## src/hw/rtl/rrqs_pkg.sv

```systemverilog
`timescale 1ns / 1ps
package rrqs_pkg;
	localparam int MaxTasks = 16;
	localparam int IdxW = 4;
	localparam int CntW = 5;
	localparam int TimeW = 16;
	localparam int QuantW = 8;

	localparam logic OP_LOAD = 1'b0;
	localparam logic OP_TICK = 1'b1;

	localparam logic [0:0] REG_QUANTUM = 1'b0;
	localparam logic [0:0] REG_TASK_COUNT = 1'b1;

	// input request, packed from tdata and tuser
	typedef struct packed {
		logic [TimeW-1:0] burst_time;
		logic [TimeW-1:0] arrival_time;
		logic [IdxW-1:0] task_index;
		logic operation;
	} in_req_t;

	// result fields
	typedef struct packed {
		logic all_done;
		logic [TimeW-1:0] response_time;
		logic [TimeW-1:0] waiting_time;
		logic [TimeW-1:0] turnaround_time;
		logic [TimeW-1:0] completion_time;
		logic [IdxW-1:0] finished_task;
		logic finished_valid;
		logic preempted;
		logic dispatched;
		logic [TimeW-1:0] remaining_burst;
		logic [IdxW-1:0] running_task;
		logic running_valid;
	} out_res_t;

	// controller commands
	typedef struct packed {
		logic do_load;
		logic tick_start;
		logic scan_step;
		logic preempt_step;
		logic disp_step;
		logic finish_item;
	} cmd_t;

	// datapath status
	typedef struct packed {
		logic scan_last;
		logic need_preempt;
		logic disp_done;
	} sts_t;

	typedef enum logic [5:0] {
		ST_IDLE = 6'b000001,
		ST_TICK = 6'b000010,
		ST_SCAN = 6'b000100,
		ST_PRE = 6'b001000,
		ST_DISP = 6'b010000,
		ST_OUT = 6'b100000
	} state_t;
endpackage

```

## src/hw/rtl/rrqs_ctrl.sv

```systemverilog
`timescale 1ns / 1ps
module rrqs_ctrl (
	input logic clk,
	input logic arst_n,
	input logic in_fire,
	input logic in_is_tick,
	input logic out_free,
	input rrqs_pkg::sts_t sts,
	output rrqs_pkg::cmd_t cmd,
	output logic busy
);
	import rrqs_pkg::*;

	state_t state_q, state_d;

	// sequencing of one request
	always_comb begin
		state_d = state_q;
		cmd = '0;
		case (state_q)
			ST_IDLE: begin
				if (in_fire) begin
					if (in_is_tick) begin
						cmd.tick_start = 1'b1;
						state_d = ST_SCAN;
					end else begin
						cmd.do_load = 1'b1;
						state_d = ST_OUT;
					end
				end
			end
			ST_TICK: state_d = ST_SCAN;
			ST_SCAN: begin
				cmd.scan_step = 1'b1;
				if (sts.scan_last) state_d = ST_PRE;
			end
			ST_PRE: begin
				cmd.preempt_step = 1'b1;
				state_d = ST_DISP;
			end
			ST_DISP: begin
				cmd.disp_step = 1'b1;
				if (sts.disp_done) state_d = ST_OUT;
			end
			ST_OUT: begin
				if (out_free) begin
					cmd.finish_item = 1'b1;
					state_d = ST_IDLE;
				end
			end
			default: state_d = ST_IDLE;
		endcase
	end

	always_ff @(posedge clk or negedge arst_n) begin
		if (!arst_n) state_q <= ST_IDLE;
		else state_q <= state_d;
	end

	assign busy = (state_q != ST_IDLE);
endmodule

```

## src/hw/rtl/rrqs_datapath.sv

```systemverilog
`timescale 1ns / 1ps
module rrqs_datapath (
	input logic clk,
	input logic arst_n,
	input rrqs_pkg::in_req_t req,
	input rrqs_pkg::cmd_t cmd,
	input logic cfg_we,
	input logic [0:0] cfg_sel,
	input logic [rrqs_pkg::QuantW-1:0] cfg_data,
	output rrqs_pkg::sts_t sts,
	output rrqs_pkg::out_res_t res
);
	import rrqs_pkg::*;

	logic [TimeW-1:0] arr_q [MaxTasks];
	logic [TimeW-1:0] bur_q [MaxTasks];
	logic [TimeW-1:0] rem_q [MaxTasks];
	logic [TimeW-1:0] rsp_q [MaxTasks];
	logic [MaxTasks-1:0] started_q, queued_q, nz_q;
	logic [IdxW-1:0] fifo_q [MaxTasks];
	logic [IdxW-1:0] head_q;
	logic [CntW-1:0] count_q;
	logic [IdxW-1:0] cur_q;
	logic cur_valid_q;
	logic [QuantW-1:0] slice_q;
	logic [TimeW-1:0] now_q;
	logic [QuantW-1:0] quantum_q;
	logic [CntW-1:0] tcount_q;
	logic [IdxW-1:0] scan_q;
	logic disp_q, pre_q;
	logic fin_q;
	logic [IdxW-1:0] fin_task_q;
	logic [TimeW-1:0] ct_q, tat_q, wt_q, rt_q;

	logic [CntW-1:0] n_act;
	logic [TimeW-1:0] now_inc, cur_rem, rem_dec, tat_c;
	logic [IdxW-1:0] tail, head_t;
	logic scan_ok, head_ok;
	logic [MaxTasks-1:0] act_mask;

	assign n_act = (tcount_q > CntW'(MaxTasks)) ? CntW'(MaxTasks) : tcount_q;
	assign now_inc = now_q + 1'b1;
	assign cur_rem = rem_q[cur_q];
	assign rem_dec = (cur_rem != '0) ? cur_rem - 1'b1 : cur_rem;
	assign tat_c = now_inc - arr_q[cur_q];
	assign tail = head_q + count_q[IdxW-1:0];
	assign head_t = fifo_q[head_q];
	assign scan_ok = ({1'b0, scan_q} < n_act) && !queued_q[scan_q]
		&& (arr_q[scan_q] <= now_q) && (rem_q[scan_q] != '0);
	assign head_ok = ({1'b0, head_t} < n_act) && (rem_q[head_t] != '0);

	assign sts.scan_last = (scan_q == IdxW'(MaxTasks - 1));
	assign sts.need_preempt = cur_valid_q && (slice_q == '0);
	assign sts.disp_done = cur_valid_q || (count_q == '0) || head_ok;

	always_comb begin
		for (int i = 0; i < MaxTasks; i++) act_mask[i] = (i < n_act);
	end

	// configuration registers
	always_ff @(posedge clk or negedge arst_n) begin
		if (!arst_n) begin
			quantum_q <= QuantW'(1);
			tcount_q <= '0;
		end else if (cfg_we) begin
			case (cfg_sel)
				REG_QUANTUM: quantum_q <= cfg_data;
				REG_TASK_COUNT: tcount_q <= cfg_data[CntW-1:0];
				default: ;
			endcase
		end
	end

	// tables without reset
	always_ff @(posedge clk) begin
		if (cmd.do_load) begin
			arr_q[req.task_index] <= req.arrival_time;
			bur_q[req.task_index] <= req.burst_time;
			rem_q[req.task_index] <= req.burst_time;
		end else if (cmd.tick_start && cur_valid_q) begin
			rem_q[cur_q] <= rem_dec;
		end
		if (cmd.scan_step && scan_ok && count_q != CntW'(MaxTasks))
			fifo_q[tail] <= scan_q;
		if (cmd.preempt_step && sts.need_preempt && count_q != CntW'(MaxTasks))
			fifo_q[tail] <= cur_q;
		if (cmd.disp_step && !cur_valid_q && count_q != '0 && head_ok
			&& !started_q[head_t])
			rsp_q[head_t] <= now_q - arr_q[head_t];
		if (cmd.tick_start) begin
			ct_q <= now_inc;
			tat_q <= tat_c;
			wt_q <= tat_c - bur_q[cur_q];
			rt_q <= rsp_q[cur_q];
			fin_task_q <= cur_q;
		end
	end

	// scheduler control state
	always_ff @(posedge clk or negedge arst_n) begin
		if (!arst_n) begin
			started_q <= '0;
			queued_q <= '0;
			nz_q <= '0;
			head_q <= '0;
			count_q <= '0;
			cur_q <= '0;
			cur_valid_q <= 1'b0;
			slice_q <= '0;
			now_q <= '0;
			scan_q <= '0;
			disp_q <= 1'b0;
			pre_q <= 1'b0;
			fin_q <= 1'b0;
		end else begin
			if (cmd.do_load) begin
				started_q[req.task_index] <= 1'b0;
				queued_q[req.task_index] <= 1'b0;
				nz_q[req.task_index] <= (req.burst_time != '0);
				disp_q <= 1'b0;
				pre_q <= 1'b0;
				fin_q <= 1'b0;
			end
			if (cmd.tick_start) begin
				now_q <= now_inc;
				scan_q <= '0;
				disp_q <= 1'b0;
				pre_q <= 1'b0;
				fin_q <= cur_valid_q && (rem_dec == '0);
				if (cur_valid_q) begin
					if (slice_q != '0) slice_q <= slice_q - 1'b1;
					nz_q[cur_q] <= (rem_dec != '0);
					if (rem_dec == '0) cur_valid_q <= 1'b0;
				end
			end
			if (cmd.scan_step) begin
				scan_q <= scan_q + 1'b1;
				if (scan_ok) begin
					queued_q[scan_q] <= 1'b1;
					if (count_q != CntW'(MaxTasks)) count_q <= count_q + 1'b1;
				end
			end
			if (cmd.preempt_step && sts.need_preempt) begin
				pre_q <= 1'b1;
				cur_valid_q <= 1'b0;
				if (count_q != CntW'(MaxTasks)) count_q <= count_q + 1'b1;
			end
			// pop one head entry per cycle while dispatching with no running task and a non-empty queue
			if (cmd.disp_step && !cur_valid_q && count_q != '0) begin
				head_q <= head_q + 1'b1;
				count_q <= count_q - 1'b1;
				if (head_ok) begin
					cur_q <= head_t;
					cur_valid_q <= 1'b1;
					slice_q <= (quantum_q == '0) ? QuantW'(1) : quantum_q;
					disp_q <= 1'b1;
					started_q[head_t] <= 1'b1;
				end
			end
		end
	end

	// result assembly
	always_comb begin
		res.running_valid = cur_valid_q;
		res.running_task = cur_valid_q ? cur_q : '0;
		res.remaining_burst = cur_valid_q ? cur_rem : '0;
		res.dispatched = disp_q;
		res.preempted = pre_q;
		res.finished_valid = fin_q;
		res.finished_task = fin_q ? fin_task_q : '0;
		res.completion_time = fin_q ? ct_q : '0;
		res.turnaround_time = fin_q ? tat_q : '0;
		res.waiting_time = fin_q ? wt_q : '0;
		res.response_time = fin_q ? rt_q : '0;
		res.all_done = ((nz_q & act_mask) == '0);
	end
endmodule

```

## src/hw/rtl/round_robin_quantum_scheduler.sv

```systemverilog
`timescale 1ns / 1ps
// a load goes straight to the output stage; a tick runs a 16-entry arrival scan,
// a preempt step and a dispatch step that discards stale queue entries
// throughput: one request at a time; the next is taken once the result is written to
// the output register
// reset: arst_n clears queue, flags, time and running task; quantum resets to 1
module round_robin_quantum_scheduler (
	input logic clk,
	input logic arst_n,
	input logic s_axis_tvalid,
	output logic s_axis_tready,
	// operation
	input logic [0:0] s_axis_tuser,
	// task_index, arrival_time, burst_time, 4 zero bits
	input logic [39:0] s_axis_tdata,
	output logic m_axis_tvalid,
	input logic m_axis_tready,
	// running_valid, running_task, remaining_burst, dispatched, preempted,
	// finished_valid, finished_task, completion_time, turnaround_time,
	// waiting_time, response_time, all_done, 3 zero bits
	output logic [95:0] m_axis_tdata,
	input logic cfg_we,
	input logic [0:0] cfg_addr,
	input logic [7:0] cfg_wdata
);
	import rrqs_pkg::*;

	in_req_t req_q;
	in_req_t in_word;
	cmd_t cmd;
	sts_t sts;
	out_res_t res;
	logic busy, in_fire, out_free;
	logic [95:0] out_q;
	logic out_valid_q;

	assign s_axis_tready = !busy;
	assign in_fire = s_axis_tvalid && s_axis_tready;
	assign out_free = !out_valid_q || m_axis_tready;
	assign in_word = {s_axis_tdata[35:0], s_axis_tuser};

	// request capture
	always_ff @(posedge clk) begin
		if (in_fire) req_q <= in_word;
	end

	rrqs_ctrl u_ctrl (
		.clk(clk), .arst_n(arst_n), .in_fire(in_fire),
		.in_is_tick(s_axis_tuser[0] == OP_TICK), .out_free(out_free),
		.sts(sts), .cmd(cmd), .busy(busy)
	);

	in_req_t dp_req;
	assign dp_req = in_fire ? in_word : req_q;

	rrqs_datapath u_dp (
		.clk(clk), .arst_n(arst_n), .req(dp_req), .cmd(cmd),
		.cfg_we(cfg_we), .cfg_sel(cfg_addr), .cfg_data(cfg_wdata),
		.sts(sts), .res(res)
	);

	// output register
	always_ff @(posedge clk or negedge arst_n) begin
		if (!arst_n) out_valid_q <= 1'b0;
		else if (cmd.finish_item) out_valid_q <= 1'b1;
		else if (m_axis_tready) out_valid_q <= 1'b0;
	end
	always_ff @(posedge clk) begin
		if (cmd.finish_item) out_q <= {3'b0, res};
	end
	assign m_axis_tvalid = out_valid_q;
	assign m_axis_tdata = out_q;

	// result never overwritten while waiting
	assert property (@(posedge clk) disable iff (!arst_n)
		(m_axis_tvalid && !m_axis_tready) |-> !cmd.finish_item)
		else $error("result overwritten");
	// no request taken in the cycle that finishes a result
	assert property (@(posedge clk) disable iff (!arst_n)
		cmd.finish_item |=> !$past(in_fire))
		else $error("overlap");
	// dispatch only while running
	assert property (@(posedge clk) disable iff (!arst_n)
		cmd.finish_item |-> (!res.dispatched || res.running_valid))
		else $error("dispatch without task");
endmodule
```

## config.mk

```make
export PLATFORM = sky130hd
export DESIGN_NAME = round_robin_quantum_scheduler
export DESIGN_NICKNAME = d
export VERILOG_FILES = /design/src/hw/rtl/rrqs_pkg.sv /design/src/hw/rtl/rrqs_ctrl.sv /design/src/hw/rtl/rrqs_datapath.sv /design/src/hw/rtl/round_robin_quantum_scheduler.sv
export SDC_FILE = /design/constraint.sdc
export NUM_CORES = 2
export LEC_CHECK = 0
export BUFFER_PORTS_ARGS = -buffer_cell sky130_fd_sc_hd__buf_4
export CAP_MARGIN = 20
export CORE_ASPECT_RATIO = 1.1
export CORE_UTILIZATION = 25
export DETAILED_ROUTE_END_ITERATION = 6
export PLACE_DENSITY_LB_ADDON = 0.25
export SYNTH_ARGS = -nofsm -noshare
export SYNTH_HDL_FRONTEND = slang
export SYNTH_SLANG_ARGS = --single-unit
```

## constraint.sdc

```tcl
create_clock -name clk -period 14.03 [get_ports clk]
set_input_delay 2.806 -clock clk [delete_from_list [all_inputs] [get_ports clk]]
set_output_delay 2.806 -clock clk [all_outputs]
set_load 0.01 [all_outputs]
```

== Word level (Yosys, flattened, before mapping) ==
Memory sizes are Yosys's and may differ from the RTL's. A register that Yosys moved wholly into a read port is not among the register bits.
Cells that the tools add are included.
Widths: inputs -> output; s select.

* Register bits: 295
* Bits in latches: 0
* Memory bits (writable): 1088
* ROM bits: 0
* Input port bits: 55
* Output and inout port bits: 98
* Word-level logic and storage cells: 228
* Memories: 5

* Add/subtract/negate cells: 11
* $mul: 0
* Div/mod/pow operators: 0
* Magnitude comparators: 28
* Eq/ne operators: 13
* Shifts and indexed selects: 0
* Mux-type cells: 86
* Bitwise operators: 8
* Reductions and logical operators: 49

{| class="wikitable"
|+ Memories
! memory !! depth !! width !! read ports !! clocked after memory_dff !! write ports !! line !! text
|-
| u_dp.arr_q || 16 || 16 || 3 || 0 || 1 || rrqs_datapath.sv:15 || <nowiki>logic [TimeW-1:0] arr_q [MaxTasks];</nowiki>
|-
| u_dp.bur_q || 16 || 16 || 1 || 0 || 1 || rrqs_datapath.sv:16 || <nowiki>logic [TimeW-1:0] bur_q [MaxTasks];</nowiki>
|-
| u_dp.rem_q || 16 || 16 || 3 || 0 || 1 || rrqs_datapath.sv:17 || <nowiki>logic [TimeW-1:0] rem_q [MaxTasks];</nowiki>
|-
| u_dp.rsp_q || 16 || 16 || 1 || 1 || 1 || rrqs_datapath.sv:18 || <nowiki>logic [TimeW-1:0] rsp_q [MaxTasks];</nowiki>
|-
| u_dp.fifo_q || 16 || 4 || 1 || 0 || 1 || rrqs_datapath.sv:20 || <nowiki>logic [IdxW-1:0] fifo_q [MaxTasks];</nowiki>
|}

{| class="wikitable"
|+ Operators with widths
! cell !! number
|-
| $mux 16 || 11
|-
| $reduce_bool 16->1 || 5
|-
| $and 16x16->16 || 3
|-
| $mux 8 || 6
|-
| $sub 16x16->16 || 3
|-
| $mux 1 || 41
|-
| $lt 4x5->1 const A || 8
|-
| $mux 37 || 1
|-
| $pmux 6 s6 || 1
|-
| $mux 5 || 7
|-
| $bwmux 16 || 2
|-
| $logic_not 16->1 || 2
|-
| $or 16x16->16 || 2
|-
| $mux 6 || 5
|-
| $logic_and 1x1->1 || 20
|-
| $lt 3x5->1 const A || 4
|-
| $lt 4x5->1 const B || 4
|-
| $add 16x1->16 const B || 1
|-
| $demux 1 s4 || 4
|-
| $ge 4x1->1 const B || 4
|-
| $le 16x16->1 || 1
|-
| $logic_not 8->1 || 2
|-
| $mux 4 || 4
|-
| $not 16->16 || 1
|-
| 34 further kinds || 53
|}

== Depth between registers and ports, before layout ==
* Word-level depth: 14
* Gate-level depth with buffers: 29
* Mapped depth without buffers: 22

== Hierarchy ==
From an unflattened synthesis, not the netlist that was laid out.

* Cells, all modules: 4034
* Area, all modules: 63445.8 um^2

{| class="wikitable"
|+ By module, submodules not included
! module !! times used !! cells an instance !! area an instance (um^2) !! sequential area each (um^2)
|-
| rrqs_datapath || 1 || 3814 || 58965.3 || 37367.1
|-
| round_robin_quantum_scheduler || 1 || 181 || 4145.2 || 3558.4
|-
| rrqs_ctrl || 1 || 39 || 335.3 || 126.4
|}

== Worst setup path before layout ==
No wires, ideal clock.

* Path type: input -> register
* From: input m_axis_tready
* To: register out_q[0] (netlist: m_axis_tdata[0]), enable pin
* Setup time: 0.546 ns
* Arrival time: 6.747 ns
* Data required time: 13.484 ns
* Slack: 6.737 ns
* Cell stages on the path: 2
* Path buffers: 0
* Path through: nor2b_1 nor2_1

{| class="wikitable"
|+ RTL lines
! what !! line !! text
|-
| start, declared || round_robin_quantum_scheduler.sv:17 || <nowiki>input logic m_axis_tready,</nowiki>
|-
| end signal, assigned || round_robin_quantum_scheduler.sv:69 || <nowiki>if (cmd.finish_item) out_q <= {3'b0, res};</nowiki>
|-
| end, declared || round_robin_quantum_scheduler.sv:34 || <nowiki>logic [95:0] out_q;</nowiki>
|}

== Worst setup path in the final report ==
* From: register u_dp.head_q[0]
* To: memory u_dp.rsp_q[0][14] (data pin)

* Cells in the longest elaborated chain, start to end: 3

{| class="wikitable"
|+ Ends and longest elaborated chain
! what !! line !! text
|-
| start, declared || rrqs_datapath.sv:21 || <nowiki>logic [IdxW-1:0] head_q;</nowiki>
|-
| start signal, assigned || rrqs_datapath.sv:150 || <nowiki>head_q <= head_q + 1'b1;</nowiki>
|-
| $mem_v2 16x4 || - ||
|-
| $mem_v2 16x16 || - ||
|-
| $sub 16x16->16 || rrqs_datapath.sv:89 || <nowiki>rsp_q[head_t] <= now_q - arr_q[head_t];</nowiki>
|-
| end, declared || rrqs_datapath.sv:18 ||
|}

Every way passes these cells.

==> results_dict.tcl <==
set metrics [dict create \
    wl_per_cell_um 26.1 \
    hold_class "flop to flop" \
    clock.fmax_ghz 0.133 \
    hold_start "u_dp.pre_q$_DFFE_PN0P_" \
    synth_area_leaders "edfxtp_1, mux4_2, dfrtp_1, nand2_1, ha_1" \
    pre_cts_ws_ns 6.53 \
    worstHoldEndpoint "m_axis_tdata[22]$_DFFE_PP_" \
    min_period_ns 7.50 \
    fin_ws_ns 6.53 \
    yosysSeqAreaShare 0.648 \
    die_h_um 530 \
    r2r-end "u_dp.rsp_q[0][14]$_DFFE_PP_" \
    clk_latency_ns 0.81 \
    ff2ff_setup_slack_ns 6.53 \
    synthMuxAreaShare 0.170 \
    cts_tree "done" \
    path_max_fanout 66 \
    via_per_inst 4.88 \
    clock_path_buffers 3 \
    synthFlopType "edfxtp_1" \
    syn_area_mm2 0.0633 \
    gp_congestion 0.863 \
    die_area_mm2 0.255 \
    ant_nets 0 \
    yosysUniqueCellTypes 89 \
    grt_use_total 0.155 \
    postCtsSetupRepairBufs 0 \
    slowest_delay_ns 0.75 \
    drive_above_1_share 0.242 \
    synth-seq-cells 1396 \
    drt-pass1-iter-count 7 \
    synthAdderAreaFrac 0.0173 \
    arrival_ns 8.13 \
    min_period_over_period 0.535 \
    crit_top_cell "buf_4" \
    dp.cells 7335 \
    top_usage_layer "met2" \
    clkTransAtPathRegs_ns 0.06 \
    synthCells 3974 \
    ys_async_sr_fraction 0.0802 \
    cts_root_buffer "clkbuf_16" \
    r2r-start "u_dp.head_q[0]$_DFFE_PN0P_" \
    use_met1 0.202 \
    drt-total-wl_um 199000 \
    grt_max_degree 140 \
    synth_top_cell_by_area "edfxtp_1" \
    vias 37200 \
    run_status "completed" \
    grt_util_met3 0.0258 \
    core_mm2 0.252 \
    yosys.area_share.simple 0.0807 \
    hold_depth 0 \
    critical_path_required_ns 14.65 \
    setup_violations 0 \
    crit_type "flop to flop" \
    finalNetCount 4320 \
    power.total_w 0.0124 \
    post_cts_resize_count 0 \
    synth_compound_area_frac 0.0477 \
    cts_buffers 157 \
    crit_slowest_cell "buf_4" \
    synth_top_family_by_area "multiplexers" \
    worst_pin_slew_ns 1.22 \
    hold_viol_final 0 \
    clock_skew_ns 0.0352 \
    synthDominantCellAreaShare 0.592 \
    slew_headroom 0.177 \
    hold_ws_ns 0.448 \
    fin_setup_tns_ns 0 \
    htree_levels 4 \
    crit_chain "buf_4, mux4_2, mux2i_1, mux2_8, buf_4, buf_4, nand2_1, and3_1, a311oi_1, a21oi_1, a21o_1, ha_1, nor2b_1, o21ai_0, a21boi_0, o21ai_0, a21boi_0, o21a_1, nor2_1, a2bb2oi_1, a211oi_1, o311ai_2, buf_4" \
    gr-total-overflow 0 \
    dp_hpwl_um 125000 \
    synth.avg_cell_area_um2 15.9 \
    drtIter0Drc 3483 \
    yosys-top-cells-count "edfxtp_1, nand2_1, mux4_2" \
    synth_edf_count 1249 \
    startpoint_type "flop" \
    synth-xor-area-share 0.0131 \
    drc_errors 0 \
    io_buffers 145 \
    drv_slew 0 \
    cts_sinks 1396 \
    cap_viol_max_count 0 \
    cts_hold_buf 0 \
    critPathCaptureType "flop" \
    initial_utilization 0.252 \
    use_met2 0.260 \
    die_w_um 482 \
    io_pins 153 \
    final_cells 7628 \
    grt_pass1_vias 38100 \
    area_growth_pct 16.7 \
    power.density_mw_per_mm2 168 \
    synth_warnings 0 \
    ir_drop_v 0.000122 \
    rows 193 \
    grt_pass1_wl_um 284000 \
    rsz0062_at_grt "false" \
    antenna_found_initial 15 \
    p_leak_nw 24.2 \
    rr_worst_depth 23 \
    yosysMostFrequentCell "edfxtp_1" \
]
==> per-stage QoR <==
stage | utilization | cell area [µm²]
final | 0.294 | 73900
after global routing | 0.294 | 73900
after CTS | 0.293 | 73800
after detailed placement | 0.273 | 68800
after global placement | 0.273 | 68700
after floorplan | - | 63300
==> how the worst max path moves through the flow <==
stage	to	start
after floorplan	m_axis_tdata[0]$_DFFE_PP_	m_axis_tready
after global placement	u_dp.rsp_q[10][15]$_DFFE_PP_	u_dp.head_q[0]$_DFFE_PN0P_
after detailed placement	u_dp.rsp_q[8][15]$_DFFE_PP_	u_dp.head_q[0]$_DFFE_PN0P_
after CTS	u_dp.rsp_q[9][15]$_DFFE_PP_	u_dp.head_q[0]$_DFFE_PN0P_
after global routing	u_dp.rsp_q[15][15]$_DFFE_PP_	u_dp.head_q[1]$_DFFE_PN0P_
final	u_dp.rsp_q[0][14]$_DFFE_PP_	u_dp.head_q[0]$_DFFE_PN0P_
==> power by group <==
| part | switching, W | internal (W) |
|---|---|---|
| Clock | 0.00170 | 0.00241 |
| Sequential | 0.000202 | 0.00550 |
| Combinational | 0.00174 | 0.000825 |
| Total | 0.00365 | 0.00874 |
==> state kept, by name, summed over array words and instances (netlist names), 8 cells and up <==
register	flops
u_dp.nz_q	16
u_dp.arr_q	256
u_dp.slice_q	8
u_dp.rt_q	16
u_dp.started_q	16
u_dp.fifo_q	64
m_axis_tdata	93
u_dp.bur_q	256
u_dp.rem_q	256
u_dp.ct_q	16
u_dp.rsp_q	256
u_dp.now_q	16
u_dp.queued_q	16
u_dp.wt_q	16
u_dp.tat_q	16
u_dp.quantum_q	8
req_q	35
==> layer usage <==
layer  vias to the layer above  wire length, µm
li1                      16100                -
met4                         6             6000
met1                     19500            83400
met5                         -               41
met2                      1218            98100
met3                       320            11700
==> critical path: cells and delay by family, from the launching register on <==
kind | cells | cell delay (ns)
AO/OA/AOI/OAI | 11 | 2.46
buffers and inverters | 4 | 2.01
multiplexers | 3 | 1.50
AND/OR/NAND/NOR | 4 | 0.61
adder cells (fa/ha/maj) | 1 | 0.33
flip-flops | 1 | 0.32
==> cells by family (layout without fill, tap and decap cells) <==
logic type | after synthesis | in the layout
other cells | 1 | 9
buf+inv | 339 | 670
simple gates | 1079 | 1079
mux | 540 | 540
fa+ha+maj | 86 | 86
flops | 1396 | 1396
compound gates | 438 | 438
xor+xnor | 95 | 95
==> area by class of cell <==
type / count / area (µm²)
inverters: 121 / 457
diodes: 6 / 15.0
well taps: 3315 / 4150
clock inverters: 82 / 815
clock buffers: 202 / 4250
fillers: 24900 / 178000
repair buffers: 265 / 2050
flip-flops and latches: 1396 / 41000
multi-input cells: 2241 / 21100
==> cells in the final DEF, fill, tap and decap left out, types with 87 or more instances in the layout <==
| cell | count |
|---|---|
| edfxtp_1 | 1249 |
| nand2_1 | 441 |
| mux4_2 | 399 |
| buf_4 | 256 |
| clkbuf_16 | 160 |
| nor2_1 | 156 |
| dfrtp_1 | 103 |
| inv_1 | 98 |
| a21oi_1 | 87 |
Power figures use the tool's default switching activity.
